[config.mk]
export PLATFORM = sky130hd
export DESIGN_NAME = pacc_div_cell
export DESIGN_NICKNAME = d
export VERILOG_FILES = /design/src/rtl/pacc_pkg.sv /design/src/rtl/pacc_div_cell.sv
export SDC_FILE = /design/constraint.sdc
export NUM_CORES = 1
export LEC_CHECK = 0
export BUFFER_PORTS_ARGS = -buffer_cell sky130_fd_sc_hd__clkbuf_2
export CORE_ASPECT_RATIO = 1.4
export CORE_MARGIN = 10
export CORE_UTILIZATION = 40
export CTS_BUF_LIST = sky130_fd_sc_hd__clkbuf_8
export DETAILED_ROUTE_END_ITERATION = 12
export GPL_TIMING_DRIVEN = 0
export PLACE_DENSITY = 0.78
export SKIP_CTS_REPAIR_TIMING = 1
export SYNTH_ARGS = -nofsm -noshare
export SYNTH_HDL_FRONTEND = slang
export SYNTH_SLANG_ARGS = --single-unit
[constraint.sdc]
create_clock -name clk -period 0.8 [get_ports clk]
set_input_delay 0.04 -clock clk [delete_from_list [all_inputs] [get_ports clk]]
set_output_delay 0.04 -clock clk [all_outputs]
set_load 0.1 [all_outputs]
[src/rtl/pacc_pkg.sv]
// types, constants and helper functions shared by the polar angle correction block
package pacc_pkg;

	localparam int CORDIC_ZW = 34;
	localparam int ROT_W = 34;
	localparam int VEC_W = 42;
	localparam int DEN_W = 34;
	localparam int DIV_W = 58;
	localparam int QUO_W = 24;
	localparam int LIN_W = 40;
	localparam int DLT_W = 48;

	localparam logic signed [ROT_W-1:0] KINV_Q30 = ROT_W'(652032875);
	localparam logic signed [VEC_W-1:0] GAIN_Q30 = VEC_W'(1768195373);
	localparam longint PI180_Q32 = 74961321;
	localparam longint DEG_Q24 = 961263667;

	localparam longint ATAN_HEAD [10] = '{
		843314857, 497837829, 263043837, 133525159, 67021687,
		33543516, 16775851, 8388437, 4194283, 2097149
	};

	typedef enum logic [2:0] {
		CFG_ANGLE_A_OFFSET = 3'd0,
		CFG_ANGLE_B_OFFSET = 3'd1,
		CFG_COEF_CONSTANT  = 3'd2,
		CFG_COEF_LINEAR    = 3'd3,
		CFG_COEF_SQUARE    = 3'd4
	} cfg_idx_t;

	typedef struct packed {
		logic signed [15:0] angle_a;
		logic signed [15:0] angle_b;
		logic signed [23:0] position_x;
	} evt_item_t;

	typedef struct packed {
		logic signed [23:0] corrected_x;
		logic [14:0]        polar_angle;
		logic               saturated;
	} res_item_t;

	// control and sideband that travels with each beat down the chain
	typedef struct packed {
		logic               vld;
		logic               flag;
		logic signed [23:0] px;
	} side_t;

	// micro-rotation angle of step i, radians Q2.30
	function automatic logic signed [CORDIC_ZW-1:0] atan_step(input int i);
		logic signed [CORDIC_ZW-1:0] r;
		if (i < 10) begin
			r = CORDIC_ZW'(ATAN_HEAD[i]);
		end else if (i <= 30) begin
			r = CORDIC_ZW'(longint'(1) << (30 - i));
		end else begin
			r = '0;
		end
		return r;
	endfunction

endpackage

[src/rtl/pacc_div_cell.sv]
// one registered restoring division cell, resolves one quotient bit
module pacc_div_cell import pacc_pkg::*; #(
	parameter int K = 0
) (
	input  logic             clk,
	input  logic             arst_n,
	input  logic             en,
	input  logic [DIV_W-1:0] rem_i,
	input  logic [DEN_W-1:0] den_i,
	input  logic [QUO_W-1:0] q_i,
	input  side_t            side_i,
	output logic [DIV_W-1:0] rem_o,
	output logic [DEN_W-1:0] den_o,
	output logic [QUO_W-1:0] q_o,
	output side_t            side_o
);

	logic [DIV_W-1:0] dsh;
	logic             ge;
	logic [DIV_W-1:0] rem_q;
	logic [DEN_W-1:0] den_q;
	logic [QUO_W-1:0] q_q;
	side_t            side_q;

	assign dsh = DIV_W'(den_i) << K;
	assign ge = rem_i >= dsh;

	always_ff @(posedge clk or negedge arst_n) begin
		if (!arst_n) begin
			side_q <= '0;
		end else if (en) begin
			side_q <= side_i;
		end
	end

	always_ff @(posedge clk) begin
		if (en) begin
			rem_q <= ge ? rem_i - dsh : rem_i;
			den_q <= den_i;
			q_q <= {q_i[QUO_W-2:0], ge};
		end
	end

	assign rem_o = rem_q;
	assign den_o = den_q;
	assign q_o = q_q;
	assign side_o = side_q;

endmodule

# == After elaboration in Yosys (flattened, before gate mapping) ==
# Cells that the tools add are included.
# classes
muxes,1
addsub,1
n_lt_le_gt_ge,1
# op_table
cell,n
58-bit by 34-bit greater-or-equal comparator with 1-bit output,1
58-bit two-way mux,1
58-bit by 34-bit subtractor with 58-bit output,1
# totals
word_cells,9
input_bits,145
register_bits,142

# == Longest topological paths before layout ==
# logic_depth
word_depth,2
depth_mapped,14
depth_no_buf,13

# == Worst setup path before layout ==
# No wires, ideal clock.
# synth_timing
kind,input to register
from,input port rem_i[0]
to,"register rem_q[44], in the netlist rem_o[44], data pin"
stages,12
t_required_ps,527
setup_slack_ps,-1935
setup_ps,273
arrival_time_ps,2463
path_buffers,0
cell_sequence,inv_1 -> ha_1 -> inv_1 -> fa_1 -> a21o_1 -> a221oi_2 -> nor4_1 -> o31ai_1 -> and2_1 -> o31ai_1 -> nor4b_1 -> xor2_1
# synth_between
elab_chain_len,2
word_cells_on_any_way,3
classes_between,add/sub (1); order compare (1); mux (1)
# synth_rtl
item,line_no,text
"start, declared",pacc_div_cell.sv:8,"input logic [DIV_W-1:0] rem_i,"
58-bit by 34-bit subtractor with 58-bit output or 58-bit by 34-bit greater-or-equal comparator with 1-bit output (tied branches),"pacc_div_cell.sv:38, pacc_div_cell.sv:26",
58-bit two-way mux (*),pacc_div_cell.sv:38,rem_q <= ge ? rem_i - dsh : rem_i;
"end signal, assigned",pacc_div_cell.sv:38,
"end, declared",pacc_div_cell.sv:20,logic [DIV_W-1:0] rem_q;
# Mark *: on every way between the ends. The rest lies on a longest branch, timed or not.
# A chain may end at the register's enable or synchronous reset.

# == Worst setup path after layout ==
# layout_timing
from,input port rem_i[0]
to,"register rem_q[27], in the netlist rem_o[27], data pin"
# The elaborated chain is that of the path after synthesis.

==> impl_metrics.yaml <==
placement:
  hpwl_um: 19600
  place_congestion: 0.922
  dpl-instance-area_um2: 9640
  port_buffers: 285
  dp.cells: 1200
setup_path:
  worstSetupPathType: "in2reg"
  r2r_cells: 1
  crit_arrival_ns: 2.62
  r2r_start: "side_o[17]"
  cp-start-kind: "input pin"
  cp_max_fo: 10
  cp.required_ns: 1.01
  end_kind: "flop"
  rrSetupSlack_ns: -0.10
  regToRegEndpoint: "side_o[17]"
power_and_ir_drop:
  power.switching_mw: 11.6
  clkPwrFrac: 0.219
  p_int_mw: 13.9
  p_leak_nw: 5.10
  peakVddDrop_mv: 1.26
  power_switching_share: 0.454
  comb_power_share: 0.417
  powerDensity_nw_per_um2: 2120
  p_seq_frac: 0.364
routing:
  drc: 0
  routedWlPerCell_um: 20.2
  antenna_left: 0
  wirelength_um: 27800
  route.vias.total: 7122
  via_per_inst: 5.17
  drt_iter0_drc: 374
  drt_pass1_iterations: 5
grt:
  antenna_found_initial: 2
  grt_pass1_vias: 6618
  grt_pass1_wl_um: 36200
  overflow: 0
  groute.usage.overall: 0.188
  grt_max_degree: 118
yosys:
  syn_area_um2: 7600
  synth_top_family_by_area: "compound AO/OA/AOI/OAI gates"
  muxShareOfSynthArea: 0.0405
  yosysWarnings: 0
  synth-main-ff-cell: "edfxtp_1"
  synth_edf_count: 116
  synth_compound_area_frac: 0.129
  syn_nets: 851
  yosysSeqAreaShare: 0.544
  yosys.area_share.simple: 0.123
  synth-async-reset-ratio: 0.183
  synth_common_cells: "edfxtp_1 (116), a21oi_1 (69), inv_1 (48)"
  synth_cells: 671
  synth.area.top_cells: "edfxtp_1 (46%), dfrtp_1 (8.6%), ha_1 (5.6%)"
  synth_xor_area_frac: 0.0622
  avgSynthCellArea_um2: 11.3
  yosysMostFrequentCell: "edfxtp_1"
  synth_cell_type_count: 63
  synth_top_area_frac: 0.458
  synth_fa_ha_area_frac: 0.0586
  ys_ff_latch: 142
  yosysTopAreaCell: "edfxtp_1"
layout:
  fill_cells: 1420
  drive_above_1_share: 0.424
  nets: 1298
  multi_input_area_um2: 3570
  area_growth_pct: 58.1
  final_area_um2: 12000
  regArea_um2: 4230
  instances_no_fill: 1377
timing:
  period_minus_slack_ns: 2.41
  relSlewSlack: 0.550
  setup_viol: 227
  clock_skew_ns: 0
  slew_violations: 0
  fmax_ghz: 0.416
  rsz0062_at_grt: "yes"
  fin_crit_sh: 3.01
  fin_ws_ns: -1.61
  finalHoldViolCount: 0
  worst_pin_slew_ns: 0.675
floorplan:
  coreArea_um2: 18600
  start_util: 0.409
  rows: 59
  die_w_um: 136
  die-area_um2: 25000
  io_pins: 287
  die_height_um: 183
clock_tree:
  cts_root_buffer: "clkbuf_8"
  cts_inserted_buffers: 17
  cts_max_level: 4
  cts_tree: "done"
  clockBufferDepth: 2
  clkTransAtPathRegs_ns: 0.09
  cts_num_sinks: 142
  clock_latency_ns: 0.45
min_path:
  hold-path-endpoint: "rem_o[36]"
  hold_path_class: "in2reg"
  hp-start: "rem_i[36]"
  min_path_cells: 2
outcome:
  violations: "negative setup slack"
  outcome: "complete, but fails checks"
run:
  maxCapViolations: 0
through the flow:
step	setup slack, ns	TNS, ns	hold slack (ns)	total power, mW	util
after CTS	-1.92	-197.31	-0.426	24.4	0.538
after detailed placement	-2.40	-213.77	0.0844	18.9	0.518
final	-1.61	-168.17	0.00904	25.5	0.646
after global routing	-1.69	-181.23	0.0145	26.4	0.646
after floorplan	-1.74	-117.19	-0.256	17.0	-
after global placement	-2.56	-409.49	0.0740	18.8	0.518
how the worst max path moves through the flow:
stage                        start         end  cells past startpoint
after floorplan           rem_i[0]   rem_o[48]                     12
final                     rem_i[0]   rem_o[27]                     15
after detailed placement  rem_i[0]   rem_o[22]                     15
after CTS                 rem_i[0]   rem_o[22]                     15
after global routing      rem_i[0]    rem_o[2]                     17
after global placement          en  side_o[14]                      4
cell families after synthesis:
kind of cell    Yosys count
compound gates          157
xor+xnor                 54
fa+ha+maj                35
buf+inv                  77
flops                   142
mux                      27
simple gates            179
per-layer routing:
layer	share of wire	GRT usage
met5	0.00036	0
met4	0.026	0.0602
met3	0.092	0.0739
met2	0.53	0.339
met1	0.35	0.194
layout by cell type, fill, tap and decap left out, drive strengths merged, types with 5 or more instances in the layout:
cell         instances
inv                 58
nor3                15
mux2                27
dlygate4sd3        139
nor2                44
and3                 9
xnor2               31
nor4                 8
edfxtp             116
buf                 40
dfrtp               26
or4                  8
o21ai               33
nand3                7
a21o                13
or3                  8
a21oi               69
a211oi               5
clkbuf             295
ha                  34
nand2               44
nand4               16
o21bai               7
xor2                23
worst max-delay path, stage by stage:
cell and delay [ns]:
buf_12 0.11, inv_12 0.04, ha_4 0.12, inv_2 0.03
fa_2 0.33, a21o_1 0.21, a221oi_4 0.34, nor4_4 0.09
o31ai_4 0.32, a2111oi_4 0.11, buf_4 0.18, nor2_4 0.17
inv_4 0.08, buf_12 0.15, mux2_4 0.29
flip-flops by register name, indices dropped and copies added, names as in the netlist:
signal,cells
q_o,24
rem_o,58
den_o,34
side_o,26
final cells by class:
type	instances	share of cell area
Inverter	49	0.0166
Tap cell	244	0.0254
Timing Repair Buffer	434	0.260
Sequential cell	142	0.352
Clock buffer	18	0.0206
Multi-Input combinational cell	452	0.297
Buffer	22	0.0177
Clock inverter	14	0.00989
Antenna cell	2	0.000416
power groups by stage:
stage / Sequential (mW) / Clock [mW] / Combinational, mW
floorplan: 15.0 / 0 / 1.97
global placement: 9.38 / 0 / 9.46
detailed placement: 9.40 / 0 / 9.52
CTS: 9.23 / 5.65 / 9.55
global route: 9.35 / 5.96 / 11.1
finish: 9.28 / 5.58 / 10.6
(Power assumes the default switching activity.)
