==> config.mk <==
export PLATFORM = sky130hd
export DESIGN_NAME = pacc_cordic_cell
export DESIGN_NICKNAME = d
export VERILOG_FILES = /design/src/rtl/pacc_pkg.sv /design/src/rtl/pacc_cordic_cell.sv
export SDC_FILE = /design/constraint.sdc
export NUM_CORES = 1
export LEC_CHECK = 0
export BUFFER_PORTS_ARGS = -buffer_cell sky130_fd_sc_hd__buf_2
export CAP_MARGIN = 5
export CORE_MARGIN = 5
export CORE_UTILIZATION = 40
export CTS_CLUSTER_SIZE = 16
export DETAILED_ROUTE_END_ITERATION = 7
export PLACE_DENSITY = 0.72
export SLEW_MARGIN = 25
export SYNTH_ARGS = -nofsm -noshare
export SYNTH_HDL_FRONTEND = slang
export SYNTH_SLANG_ARGS = --single-unit
==> constraint.sdc <==
create_clock -name clk -period 1.1 [get_ports clk]
set_input_delay 0 -clock clk [delete_from_list [all_inputs] [get_ports clk]]
set_output_delay 0 -clock clk [all_outputs]
set_load 0.05 [all_outputs]
==> src/rtl/pacc_pkg.sv <==
// types, constants and helper functions shared by the polar angle correction block
package pacc_pkg;

	localparam int CORDIC_ZW = 34;
	localparam int ROT_W = 34;
	localparam int VEC_W = 42;
	localparam int DEN_W = 34;
	localparam int DIV_W = 58;
	localparam int QUO_W = 24;
	localparam int LIN_W = 40;
	localparam int DLT_W = 48;

	localparam logic signed [ROT_W-1:0] KINV_Q30 = ROT_W'(652032875);
	localparam logic signed [VEC_W-1:0] GAIN_Q30 = VEC_W'(1768195373);
	localparam longint PI180_Q32 = 74961321;
	localparam longint DEG_Q24 = 961263667;

	localparam longint ATAN_HEAD [10] = '{
		843314857, 497837829, 263043837, 133525159, 67021687,
		33543516, 16775851, 8388437, 4194283, 2097149
	};

	typedef enum logic [2:0] {
		CFG_ANGLE_A_OFFSET = 3'd0,
		CFG_ANGLE_B_OFFSET = 3'd1,
		CFG_COEF_CONSTANT  = 3'd2,
		CFG_COEF_LINEAR    = 3'd3,
		CFG_COEF_SQUARE    = 3'd4
	} cfg_idx_t;

	typedef struct packed {
		logic signed [15:0] angle_a;
		logic signed [15:0] angle_b;
		logic signed [23:0] position_x;
	} evt_item_t;

	typedef struct packed {
		logic signed [23:0] corrected_x;
		logic [14:0]        polar_angle;
		logic               saturated;
	} res_item_t;

	// control and sideband that travels with each beat down the chain
	typedef struct packed {
		logic               vld;
		logic               flag;
		logic signed [23:0] px;
	} side_t;

	// micro-rotation angle of step i, radians Q2.30
	function automatic logic signed [CORDIC_ZW-1:0] atan_step(input int i);
		logic signed [CORDIC_ZW-1:0] r;
		if (i < 10) begin
			r = CORDIC_ZW'(ATAN_HEAD[i]);
		end else if (i <= 30) begin
			r = CORDIC_ZW'(longint'(1) << (30 - i));
		end else begin
			r = '0;
		end
		return r;
	endfunction

endpackage

==> src/rtl/pacc_cordic_cell.sv <==
// one registered cordic micro-rotation cell, rotation or vectoring mode
module pacc_cordic_cell import pacc_pkg::*; #(
	parameter int W = 34,
	parameter int IDX = 0,
	parameter bit ROTATE = 1'b1
) (
	input  logic                        clk,
	input  logic                        arst_n,
	input  logic                        en,
	input  logic signed [W-1:0]         x_i,
	input  logic signed [W-1:0]         y_i,
	input  logic signed [CORDIC_ZW-1:0] z_i,
	input  side_t                       side_i,
	output logic signed [W-1:0]         x_o,
	output logic signed [W-1:0]         y_o,
	output logic signed [CORDIC_ZW-1:0] z_o,
	output side_t                       side_o
);

	localparam logic signed [CORDIC_ZW-1:0] STEP = atan_step(IDX);

	logic                        dir;
	logic signed [W-1:0]         xs;
	logic signed [W-1:0]         ys;
	logic signed [W-1:0]         x_q;
	logic signed [W-1:0]         y_q;
	logic signed [CORDIC_ZW-1:0] z_q;
	side_t                       side_q;

	assign xs = x_i >>> IDX;
	assign ys = y_i >>> IDX;
	// rotate toward z = 0, or toward y = 0 when vectoring
	assign dir = ROTATE ? !z_i[CORDIC_ZW-1] : (y_i[W-1] || (y_i == '0));

	always_ff @(posedge clk or negedge arst_n) begin
		if (!arst_n) begin
			side_q <= '0;
		end else if (en) begin
			side_q <= side_i;
		end
	end

	always_ff @(posedge clk) begin
		if (en) begin
			if (dir) begin
				x_q <= x_i - ys;
				y_q <= y_i + xs;
				z_q <= z_i - STEP;
			end else begin
				x_q <= x_i + ys;
				y_q <= y_i - xs;
				z_q <= z_i + STEP;
			end
		end
	end

	assign x_o = x_q;
	assign y_o = y_q;
	assign z_o = z_q;
	assign side_o = side_q;

endmodule

After elaboration in Yosys (flattened, before gate mapping). Index checks and enable logic that the tools add are counted.

Flip-flop bits (word level): 128. Output and inout bits: 128. Word-level logic and storage cells: 14.

Add/sub/neg operators: 5. Muxes and demuxes: 3.

Operators with widths (number): 34-bit 2-to-1 mux (3); 34-bit subtractor (2); 34-bit by 31-bit adder with 34-bit output (second input constant) (1); 34-bit adder (1); 34-bit by 31-bit subtractor with 34-bit output (second input constant) (1).

Logic depth before layout (Yosys ltp). Gate-level depths: netlist of run 1.

Word-level depth: 2. Depth in mapped cells: 14. Gate-level depth less buffers: 13.

Worst setup path after synthesis of run 1. Ideal clock, no wire load.

Kind: input-to-reg. Start point: input z_i[33]. End point: register z_q[31] (netlist: z_o[31]) (data pin). Setup time: 0.258 ns. Arrival time: 2.935 ns. Required time: 0.842 ns. Path slack: -2.093 ns. Stages on the path: 13. Cell sequence: inv_2 -> clkbuf_1 -> ha_1 -> a211oi_1 -> o21bai_1 -> o211ai_2 -> a21oi_1 -> o31ai_1 -> o211ai_1 -> a221o_1 -> a21o_1 -> a21oi_1 -> xnor2_1.

Word-level cells in the longest chain between the ends: 1.

RTL lines: start: declaration (line pacc_cordic_cell.sv:12) `input logic signed [CORDIC_ZW-1:0] z_i,`; 34-bit 2-to-1 mux (line pacc_cordic_cell.sv:45) `if (dir) begin`; end signal: assignment (line pacc_cordic_cell.sv:48) `z_q <= z_i - STEP;`; end signal: assignment (line pacc_cordic_cell.sv:52) `z_q <= z_i + STEP;`; end: declaration (line pacc_cordic_cell.sv:27) `logic signed [CORDIC_ZW-1:0] z_q;`.

Every way passes these cells. A chain may end at the register's enable or synchronous reset.

Worst setup path in the final report of run 1.
Start point: input x_i[3]. End point: register x_q[29] (netlist: x_o[29]) (data pin).

Word-level cells in the longest chain between the ends: 2.

RTL lines: start: declaration (line pacc_cordic_cell.sv:10) `input logic signed [W-1:0] x_i,`; 34-bit subtractor or 34-bit adder (tied branches) (line pacc_cordic_cell.sv:46, pacc_cordic_cell.sv:50); 34-bit 2-to-1 mux (*) (line pacc_cordic_cell.sv:45); end signal: assignment (line pacc_cordic_cell.sv:46) `x_q <= x_i - ys;`; end signal: assignment (line pacc_cordic_cell.sv:50) `x_q <= x_i + ys;`; end: declaration (line pacc_cordic_cell.sv:25) `logic signed [W-1:0] x_q;`.

Mark *: on every way between the ends. The rest lies on a longest branch, timed or not.

==> results.md, run 1 <==
Timing:
- For the pin with the worst max-slew slack, the measured transition is 555 ps.
- For the finished layout, the period the worst path requires is 2490 ps.
- The post-route fraction of the period consumed by the critical path is 226%.
- The final hold violation count is 0.
- The relative max-transition margin is between 60% and 70%.
- Setup total negative slack on the finished layout was measured at -73350 ps.
- The max-slew violation count is 0.
- The maximum clock skew at final layout is 0 ps.
- Setup repair after global routing could not meet its margin everywhere.
- The total setup violations reported at the end of the flow is 89.
- The least setup slack across all paths after layout is -1390 ps.
- The highest clock frequency the design can meet is 0.402 GHz.

Yosys:
- Dividing the synthesized area by the synthesized cell count gives about 9 um^2.
- For this run, the leading register cell type out of synthesis is sky130_fd_sc_hd__edfxtp_1.
- Of the synthesized area, sequential elements account for about a third.
- The synthesized design contains between 100 and 150 register bits.
- The netlist uses 75 different library cells.
- The synthesized area is 11100 um^2.
- The number of synthesized flops with an enable pin is 101.
- For this run, asynchronously set or reset flops after synthesis account for 20.5%.
- Synthesis produced 1232 cells.
- The Yosys warning count is 0.
- Synthesis produced a netlist with a net count of between 1000 and 1500.

GRT:
- The number of antenna violations at the first check in global routing came to 0.
- The first global-routing pass estimated 66.4 mm of wire.
- The total overflow left after global routing is 0.
- The via count of the first global-routing pass was 12600.
- The overall global routing resource usage is between 20% and 30%.
- Entering global routing, the biggest net connects 48 pins.

Setup path:
- The required time at the endpoint of the critical path is roughly 1300 ps.
- The worst register-to-register path begins at side_o[15].
- The start point of the critical path is x_i[3].
- STA classifies the critical path endpoint as a flop.
- The reg-to-reg critical path endpoint is side_o[15].
- The worst path arrival time is 2670 ps.
- The largest fanout on the critical path is 3.
- The critical path start-end classification is in -> reg.
- The capturing element of the worst setup path is x_o[29].
- STA classifies the critical path startpoint as an input pin.
- The cell count of the worst reg-to-reg path is 1.
- Across all register-to-register paths, the minimum setup slack is between 300 and 400 ps.

Power:
- In this run the power spent charging and discharging nets is 10.3 mW.
- Power spread over the standard cell area amounts to around 1300 nW/um^2.
- The leakage power is 8.90 nW.
- The total internal power is 14.1 mW.
- Per report_power, the combinational group accounts for 50.2% of the total.
- Of the total power, registers draw 26.3%.
- Net switching is 42.2% of the power.
- The worst-case vdd ir drop is 0.000952 V.
- The clock network burns 23.5% of the power.

Route:
- The first-pass iteration count of the detailed router is 5.
- Dividing the detail-routed wire length by the instance count gives 18.9 um.
- The wire length reported by the detailed router is ~44 mm.
- The starting DRC count in detailed routing is between 1000 and 1500.
- In the routed design, unresolved DRC markers number 0.
- Summing over every cut layer, the via total after detailed routing is roughly 13000.
- The mean number of vias per cell is 5.37.
- The number of nets still failing antenna checks after routing is 0.

Finish:
- The sequential cell area is 3680 um^2.
- The library cell used most frequently in the layout, excluding fill and tap cells, is sky130_fd_sc_hd__buf_4.
- The final standard cell area without fillers is 19300 um^2.
- At the end of the flow, the number of nets in the layout was 2218.
- The area growth from synthesis to layout is 73.9%.
- After filler insertion, the fill cell instance count of the layout stands at 1986.
- In the layout the commonest cells are sky130_fd_sc_hd__buf_4 (412), sky130_fd_sc_hd__buf_2 (232), sky130_fd_sc_hd__ha_1 (102), sky130_fd_sc_hd__edfxtp_1 (101).
- The multi-input combinational cells in the finished layout cover a total of 8570 um^2.
- Of the cells placed in the final design, the portion with a size suffix greater than 1 is 54.0%.

Die:
- The floorplan has 61 rows.
- The overall die width is 177 um.
- The floorplan step defined a core boundary enclosing 27600 um^2.
- From bottom edge to top edge, the die measures 177 um.
- For this configuration, the core starts out at a cell density of between 40% and 50%.
- The floorplan step defined a die boundary enclosing 31200 um^2.
- The number of top-level design ports is between 200 and 300.

Status:
- The flow ran to the end, but the final reports show violations.
- The checks that failed: setup timing.

Clock tree:
- The number of H-tree branching levels is 4.
- The clock sink count is 127.
- The tree is rooted in a sky130_fd_sc_hd__clkbuf_16.
- The maximum buffer depth of the clock tree is 2.
- The clock latency of the later-clocked register in the worst-skew pair is 430 ps.
- TritonCTS built the clock tree.
- The number of buffers added by the clock tree synthesis step is 17.
- The CTS clock-pin slew for the worst setup and hold paths is 70 ps.

Placement:
- After detailed placement, the total cell area comes to 16500 um^2.
- The congestion estimate from routability-driven global placement came to approximately 0.96.
- The port buffer count is around 260.
- Summed over all nets, the half-perimeter wirelength after detailed placement is 31.9 mm.

Run:
- The max-capacitance violation count is 0.

Worst hold path:
- The path class of the lowest-slack min-delay path is in -> reg.
## power groups by stage
stage	clock, mW	combinational [mW]	sequential [mW]
global route	5.99	12.9	6.47
detailed placement	0	10.4	6.50
finish	5.72	12.3	6.41
CTS	5.74	11.3	6.41
floorplan	0	3.91	9.08
global placement	0	10.3	6.49
## how the worst min path moves through the flow
stage               startpoint        end  cells after the start
detailed placement      arst_n  side_o[7]                      1
finish                 z_i[32]    z_o[33]                      3
floorplan               arst_n  side_o[0]                      0
global placement        arst_n  side_o[7]                      1
CTS                    z_i[32]    z_o[33]                      3
global route           z_i[32]    z_o[33]                      3
## cells in the mapped netlist (26+ instances only)
cell type / count / area (um^2)
sky130_fd_sc_hd__inv_1: 115 / 432
sky130_fd_sc_hd__edfxtp_1: 101 / 3030
sky130_fd_sc_hd__dfrtp_1: 26 / 651
sky130_fd_sc_hd__xnor2_1: 67 / 587
sky130_fd_sc_hd__nor2_1: 91 / 342
sky130_fd_sc_hd__o21ai_0: 88 / 440
sky130_fd_sc_hd__nand2_1: 56 / 210
sky130_fd_sc_hd__a21oi_1: 155 / 776
sky130_fd_sc_hd__a21o_1: 37 / 278
sky130_fd_sc_hd__ha_1: 132 / 1650
sky130_fd_sc_hd__mux2_2: 27 / 304
sky130_fd_sc_hd__xor2_1: 27 / 236
## state kept, by name, summed over array words and instances (netlist names)
| name | flops |
|---|---|
| side_o | 26 |
| z_o | 34 |
| x_o | 33 |
| y_o | 34 |
## metal layers
layer	track usage [%]	vias up	wire (um)	share of wire (%)
li1	-	5880	-	-
met1	33.4	6043	17800	40
met2	46.5	541	22100	50
met3	3.48	110	2770	6.3
met4	8.54	0	1530	3.5
met5	0	-	0	0
## what timing repair did
item | CTS | global route
hold buffers | 28 | 0
endpoints found under the hold margin | 53 | 0
resized for setup | 195 | 161
pin swaps | 127 | 124
cloned | 1 | 0
setup buffers | 35 | 39
endpoints found under the setup margin | 94 | 97
## metrics by stage
step	std cells	power, mW	hold slack [ps]	utilization [%]	setup WS, ps
global route	2342	25.4	13.3	70.0	-1390
CTS	2314	23.4	8.60	66.7	-1230
floorplan	1232	13.0	-296	-	-1400
global placement	2227	16.8	14.1	59.6	-1690
finish	2343	24.4	17.6	70.0	-1390
detailed placement	2227	16.9	26.0	59.6	-1790
## final cells by class
class,count,area share (%)
diodes,1,0.0129
clock buffers,17,2.20
clock inverters,15,0.712
inverters,119,2.91
multi-input cells,939,44.3
flip-flops and latches,127,19.1
well taps,378,2.45
repair buffers,746,28.3
repair inverters,1,0.0582
## critical path, cell delays in order
cell                       delay [ps]
sky130_fd_sc_hd__buf_12            90
sky130_fd_sc_hd__inv_12            30
sky130_fd_sc_hd__ha_4             250
sky130_fd_sc_hd__nor3_4           170
sky130_fd_sc_hd__o21ai_2          130
sky130_fd_sc_hd__a211oi_4         340
sky130_fd_sc_hd__o21ai_2          160
sky130_fd_sc_hd__o41ai_4          350
sky130_fd_sc_hd__a221oi_4         160
sky130_fd_sc_hd__o41a_1           380
sky130_fd_sc_hd__o31a_1           280
sky130_fd_sc_hd__o21a_1           200
sky130_fd_sc_hd__xnor2_1          130
## logic make-up after synthesis
logic type / share of synthesized area (%)
AO/OA/AOI/OAI: 23.9
XOR/XNOR: 7.40
adder cells (fa/ha/maj): 15.6
buffers and inverters: 5.86
flip-flops: 33.1
multiplexers: 3.45
AND/OR/NAND/NOR: 10.7
Power figures use the tool's default switching activity.
==> run 2: changes to the inputs <==
CTS_BUF_LIST = sky130_fd_sc_hd__clkbuf_4   (was not set)
==> run 2 against run 1 <==
Compared with the run above:
- the flow finishes with violations (hold timing, setup timing)
- combinational power up 9%
- sequential power up 3.1%
- critical path depth down 1
- largest cell class unchanged
- highest routed layer unchanged
==> results.md, run 2 (synthesized netlist as in run 1, its figures left out) <==
Status:
- The flow ran to the end, but the final reports show violations.
- The final reports fail on hold timing, setup timing.

Route:
- The final layout contains routed wiring with a total length of 46.9 mm.
- Once detail routing completed, the nets flagged for antenna violations numbered 0.
- The mean number of vias per cell is 5.47.
- Dividing the detail-routed wire length by the instance count gives between 15 and 20 um.
- In this run, the number of DRC markers left after iteration 0 of detailed routing was 990.
- The first-pass iteration count of the detailed router is 6.
- The total via count after detailed routing is approximately 13000.
- For this run, design rule violations remaining after detail routing come to 0.

Timing:
- Clock skew on the completed layout was measured at 0 ps.
- Setup repair after global routing could not meet its margin everywhere.
- Static timing analysis puts the maximum clock frequency at about 0.45 GHz.
- The final critical path time including I/O delays and setup is 2230 ps.
- The final hold violation count is 3.
- Dividing the final minimum period by the clock period gives 203%.
- The final worst hold slack is -78.5 ps.
- The summed negative setup slack over all endpoints is -67810 ps.
- Setup slack on the critical path of the routed design comes to -1130 ps.
- The max-slew violation count was 0.
- For the pin with the worst max-slew slack, the measured transition is 679 ps.
- The total setup violations reported at the end of the flow is 213.
- The relative max-transition margin is 54.7%.

Finish:
- The finished layout holds 2375 standard cells, fillers aside.
- The filler cells instantiated in the layout total 1837.
- The share of layout cells above drive strength 1 is 54.5%.
- The layout-stage area growth over the synthesis result is 81.5%.
- The library cells used most frequently in the layout, excluding fill and tap cells, are sky130_fd_sc_hd__buf_4 (416), sky130_fd_sc_hd__buf_6 (181), sky130_fd_sc_hd__buf_2 (114), sky130_fd_sc_hd__edfxtp_1 (101), sky130_fd_sc_hd__ha_1 (99).
- For this run, the post-layout net count is between 2000 and 2500.
- At the end of the flow the core is filled with cells to between 70% and 80%.
- Leaving out fill and tap cells, the most frequent cell in the layout is sky130_fd_sc_hd__buf_4.
- After routing the design area is approximately 20000 um^2.

GRT:
- Entering global routing, the biggest net connects 48 pins.
- The number of antenna violations at the first check in global routing is 3.
- Global routing used 27.6% of the available tracks.
- The first global-routing pass estimated ~69 mm of wire.
- Global routing finished with a remaining overflow of 0.
- The via count of the first global-routing pass is between 10000 and 15000.

Setup path:
- Counting both buffers and inverters, the worst setup path holds a total of 1.
- The required time at the endpoint of the critical path is 1450 ps.
- The endpoint class of the critical path is a flop.
- The slowest stage of the critical path belongs to the cell sky130_fd_sc_hd__o41a_1.
- The category of the worst setup path launch point is an input pin.
- The signal on the critical path passes through buf_2 > ha_4 > nor2_4 > nand2_2 > o211ai_1 > o21ai_2 > o41ai_4 > a221oi_4 > o41a_1 > o31a_1 > o21a_1 > xnor2_1.
- STA puts the critical path data arrival time at 2580 ps.
- The kind of cell with the highest combined delay along the critical path is compound AO/OA/AOI/OAI gates.
- The stage delay of the slowest cell on the critical path is about 380 ps.
- The critical path start-end classification is in -> reg.
- Along the worst path, the maximum fanout reaches 3.

Clock tree:
- The tree is rooted in a sky130_fd_sc_hd__clkbuf_4.
- The number of H-tree branching levels is 4.
- TritonCTS built the clock tree.
- The clock sink count is 127.
- The later pin in the worst-skew pair is clocked with a latency of 580 ps.
- Clock-pin slew was measured on the worst setup and hold paths at 170 ps.
- The number of buffers added by the clock tree synthesis step is 17.
- The maximum buffer depth of the clock tree is 2.

Placement:
- The cell total after placement is 2227.
- After detailed placement, the total cell area comes to 16500 um^2.
- The worst-case setup slack after placement is -1790 ps.
- The wire-length estimate of the detail-placed layout is 31.9 mm.
- During placement, the flow inserted port buffers numbering 258.
- The final weighted congestion in routability-driven placement is 0.956.

Die:
- For this design the top-level I/O count stands at roughly 260.
- The initial utilization of the core area, before any placement, comes to 40.2%.
- The floorplan step set the die height to 177 um.
- The core outline area is 27600 um^2.
- The die area is ~31000 um^2.
- In this run the horizontal extent of the chip is 177 um.
- The number of core rows is 61.

Worst hold path:
- The worst hold path belongs to the class in -> reg.

Power:
- The analysis attributes to cell leakage a power of 9.18 nW.
- The total power density per cell area is 1160 nW/um^2.
- Across the VDD grid, the largest voltage drop is 0.000615 V.

Run:
- Across the run, the number of max-cap violations was 0.
## run 2: cell types whose count changed in the layout (fill, tap and decap cells not counted), moves of 5 or more
cell	before	now
sky130_fd_sc_hd__buf_6	51	181
sky130_fd_sc_hd__dlygate4sd3_1	28	47
sky130_fd_sc_hd__clkbuf_16	17	0
sky130_fd_sc_hd__buf_2	232	114
sky130_fd_sc_hd__diode_2	1	6
sky130_fd_sc_hd__clkbuf_4	5	17
## run 2: area by class of cell
class / instances / area, um^2 / share of cell area [%]
diodes: 6 / 15.0 / 0.0744
clock buffers: 17 / 128 / 0.632
clock inverters: 15 / 138 / 0.682
inverters: 119 / 564 / 2.80
multi-input cells: 939 / 8680 / 43.0
flip-flops and latches: 127 / 3680 / 18.2
well taps: 378 / 473 / 2.34
repair buffers: 773 / 6490 / 32.2
repair inverters: 1 / 11.3 / 0.0558
## run 2: worst min-delay path, stage by stage
cell and delay, ps:
sky130_fd_sc_hd__buf_6 100, sky130_fd_sc_hd__fa_2 210, sky130_fd_sc_hd__nand2_1 50, sky130_fd_sc_hd__o21ai_0 60
## run 2: per-layer routing
metal  vias to the layer above  global-route usage, %  wire (um)
met5                         -                      0          0
met4                         0                   9.32       1850
met3                       151                   3.89       2950
met2                       611                   49.9      23800
met1                      6304                   33.6      18300
li1                       5929                      -          -
## run 2: final timing paths
check	cells past startpoint	slack (ps)	start	endpoint
setup / recovery	12	-1130	y_i[7]	x_o[29]
hold / removal	4	-80	y_i[1]	x_o[1]
setup reg to reg	3	80	side_o[18]	side_o[18]
hold reg to reg	1	550	side_o[22]	side_o[22]
max in group asynchronous	3	240	arst_n	side_o[16]
min in group asynchronous	3	460	arst_n	side_o[25]
## run 2: metrics by stage
stage	power, mW	hold slack, ps
after global placement	16.8	14.1
after floorplan	13.0	-296
after global routing	24.4	-98.9
final	23.5	-78.5
after detailed placement	16.9	26.0
after CTS	22.3	-64.7
## run 2: report_power, final
part	internal [mW]	switching, mW	leakage [nW]	total, mW
sequential	6.18	0.437	1.29	6.61
clock	1.02	2.47	0.149	3.48
combinational	5.89	7.48	7.74	13.4
total	13.1	10.4	9.18	23.5
## run 2: what timing repair did
| item | in CTS | in global routing |
|---|---|---|
| buffers inserted | 38 | 43 |
| hold buffers | 46 | 2 |
| hold endpoints to repair | 154 | 9 |
| gates cloned | 1 | 0 |
| pin swaps | 132 | 106 |
| endpoints found under the setup margin | 212 | 214 |
| gates resized for setup | 463 | 157 |
==> run 3: changes to the inputs <==
MAX_ROUTING_LAYER = met4   (was not set)
==> run 3 against run 2 <==
Compared with the run above:
- the run still ends with hold timing, setup timing left
- maximum frequency down 3.0%
- global-route usage grew 1.5 points
- total power increased by 2.2%
- sequential cell count unchanged
- combinational power hardly changed
- sequential power is essentially flat
- die area is the same
- core utilization is 0.75 points higher
- clock skew did not move
- count of clock-buffer cells in the layout did not move
- setup slack got worse by 69 ps
- critical path type unchanged
- largest cell class unchanged
- largest power group unchanged
- highest routed layer unchanged
==> results.md, run 3 (synthesized netlist as in run 1, its figures left out) <==
Timing:
- The max-slew violation count came to 0.
- Measured against its own limit, the worst slew margin works out to 53.5%.
- Setup total negative slack on the finished layout was measured at -72270 ps.
- Based on the critical path, the design can be clocked at up to 0.435 GHz.
- The routed design could run at a clock period as short as around 2300 ps.
- In the finished design, the share of the clock period the worst path needs comes to 209%.
- The total setup violations reported at the end of the flow is roughly 220.
- The least setup slack across all paths after layout is -1200 ps.
- Setup repair after global routing could not meet its margin everywhere.
- Between clock sinks in the finished design, the worst skew comes to 0 ps.
- For the pin with the worst max-slew slack, the measured transition is 698 ps.
- The final hold violation count is 2.
- Hold timing on the final database bottoms out at a slack of -18.1 ps.

Clock tree:
- The clock latency of the later-clocked register in the worst-skew pair is 570 ps.
- The clock sink count is 127.
- In this run, CTS created clock tree buffers numbering 17.
- The maximum buffer depth of the clock tree is 2.
- CTS built an H-tree with a depth of 4.
- The number of hold-repair buffers added at the cts stage is between 40 and 50.
- The root buffer cell chosen for the clock tree is sky130_fd_sc_hd__clkbuf_4.
- The CTS clock-pin slew for the worst setup and hold paths is 160 ps.
- The CTS tree is yes.

Route:
- The starting DRC count in detailed routing is 1205.
- Across all layers, the routed design uses approximately 13000 vias.
- After detailed routing, the number of remaining DRC violations is 0.
- The mean number of vias per cell is roughly 5.4.
- The first-pass iteration count of the detailed router is 6.
- The wire length reported by the detailed router is 48.6 mm.
- In the final routed layout, each cell accounts on average for roughly 20 um.
- Once detail routing completed, the nets flagged for antenna violations numbered 0.

Setup path:
- The worst path arrival time is between 2000 and 3000 ps.
- The critical path goes through buf_6 > ha_4 > nor3_4 > o21ai_2 > a211oi_4 > o21ai_4 > o41ai_4 > a221oi_4 > o41a_1 > o31a_1 > o21a_1 > xnor2_1.
- The worst register-to-register path ends at side_o[17].
- The setup path with the least slack is of type in -> reg.
- On the worst path, the slowest cell contributes a delay of 370 ps.
- In this run the critical register-to-register path is launched from side_o[17].
- The worst setup path is captured at a flop.
- Among all stages on the critical path, the largest delay is contributed by sky130_fd_sc_hd__o41a_1.
- The worst setup path is launched from an input pin.
- Measured in cells, the most critical reg-to-reg path has a length of 2.
- The capturing element of the worst setup path is x_o[29].
- In this run the register-to-register setup slack is 160 ps.
- STA puts the critical path data required time at 1450 ps.
- In this run the worst setup path begins at y_i[4].
- Along the worst path, the maximum fanout reaches 4.

Placement:
- Timing analysis after detailed placement gives a worst setup slack of -1760 ps.
- After detailed placement, the total cell area comes to 16600 um^2.
- Once detailed placement completed, the half-perimeter wirelength came to 32.4 mm.
- The congestion estimate from routability-driven global placement came to between 0.9 and 1.
- The port buffer count is 258.
- The cell total after placement is roughly 2200.

GRT:
- The via count of the first global-routing pass is ~13000.
- The number of antenna violations at the first check in global routing was 3.
- The overall global routing resource usage is 29.1%.
- Entering global routing, the biggest net connects 45 pins.
- The first-pass GRT wire length is slightly above 70 mm.
- Summed over all layers, the global routing overflow is 0.

Power:
- The worst-case IR drop observed on VDD is 0.000767 V.
- The switching power summed over all nets is about 11 mW.
- The total power density per cell area is between 1000 and 1500 nW/um^2.
- The combinational share of power is 56.7%.
- The analysis attributes to cell leakage a power of 9.31 nW.
- Of the total power, the share spent switching nets is 44.1%.
- Sequential cells account for 27.6% of the total power.
- The internal portion of the total power is 13.4 mW.
- The share of total power dissipated in the clock network is 15.7%.

Finish:
- The net count of the finished layout is ~2300.
- The non-filler instance count after layout is 2395.
- The library cell used most frequently in the layout, excluding fill and tap cells, is sky130_fd_sc_hd__buf_4.
- The share of layout cells above drive strength 1 is 55.7%.
- The library cells used most frequently in the layout, excluding fill and tap cells, are sky130_fd_sc_hd__buf_4 (446), sky130_fd_sc_hd__buf_6 (178), sky130_fd_sc_hd__buf_2 (117), sky130_fd_sc_hd__edfxtp_1 (101), sky130_fd_sc_hd__ha_1 (100).
- Compared with the post-synthesis result, the final layout area differs by 83.4%.
- The final standard cell area without fillers is 20400 um^2.
- The filler cell count in the final layout is 1829.

Die:
- The overall die width is approximately 180 um.
- The die outline height is approximately 180 um.
- The floorplan has 61 rows.
- Once the floorplan was initialized, standard cells occupied 40.2% of the core.
- The region available for standard cell placement spans 27600 um^2.
- The die area is 31200 um^2.
- The number of top-level design ports is 259.

Status:
- The checks that failed: hold timing, setup timing.
- The flow ran to the end, but the final reports show violations.

Run:
- The max-capacitance violation count is 0.

Worst hold path:
- The min-delay analysis places its worst path in the category in -> reg.
[run 3: cell count changes in the layout (fill, tap and decap cells not counted), moves of 5 or more]
cell / previous run / this run
sky130_fd_sc_hd__dlygate4sd3_1: 47 / 41
sky130_fd_sc_hd__o21ai_1: 22 / 17
sky130_fd_sc_hd__buf_4: 416 / 446
sky130_fd_sc_hd__ha_4: 32 / 27
[run 3: per-stage QoR]
stage                     utilization (%)  total power [mW]
final                                73.8              24.0
after global routing                 73.8              24.9
after CTS                            70.3              22.8
after detailed placement             59.9              17.0
after global placement               59.9              16.8
after floorplan                         -              13.0
[run 3: timing repair]
action,in CTS,in global routing
setup endpoints to repair,212,216
pin swaps,148,123
cloned,1,0
setup buffers,55,58
endpoints found under the hold margin,159,3
gates resized for setup,477,147
[run 3: area by class of cell]
cell class | count | area (um^2) | share of cell area, %
Clock inverter | 15 | 158 | 0.773
Inverter | 119 | 559 | 2.74
Antenna cell | 4 | 10.0 | 0.0491
Timing Repair Buffer | 795 | 6600 | 32.3
Multi-Input combinational cell | 939 | 8770 | 43.0
Tap cell | 378 | 473 | 2.32
Clock buffer | 17 | 128 | 0.626
Sequential cell | 127 | 3680 | 18.1
Timing Repair inverter | 1 | 8.76 | 0.0430
[run 3: worst min path at each step]
| stage | cells past startpoint | from | slack (ps) | to |
|---|---|---|---|---|
| after floorplan | 0 | arst_n | -300 | side_o[0] |
| after global placement | 1 | arst_n | 20 | side_o[7] |
| after detailed placement | 1 | arst_n | 30 | side_o[12] |
| after CTS | 4 | z_i[29] | -40 | z_o[29] |
| after global routing | 4 | z_i[21] | -30 | z_o[21] |
| final | 4 | z_i[21] | -20 | z_o[21] |
[run 3: critical path, delay by kind of cell]
family,cells,cell delay [ps]
compound gates,8,1950
fa+ha+maj,1,260
simple gates,1,200
xor+xnor,1,120
buf+inv,1,100
[run 3: power by group through the flow]
stage                     combinational (mW)  sequential, mW  clock, mW
final                                   13.6            6.61       3.76
after global routing                    14.2            6.67       3.97
after CTS                               12.5            6.58       3.71
after detailed placement                10.5            6.50          0
after global placement                  10.4            6.48          0
after floorplan                         3.91            9.08          0
[run 3: per-layer routing]
metal  track usage, %  up-vias  routed length, um
li1                 -     5978                  -
met1             34.9     6211              18800
met2             50.4      638              24600
met3             3.29      169               3000
met4             11.2        0               2180
met5                -        -                  0
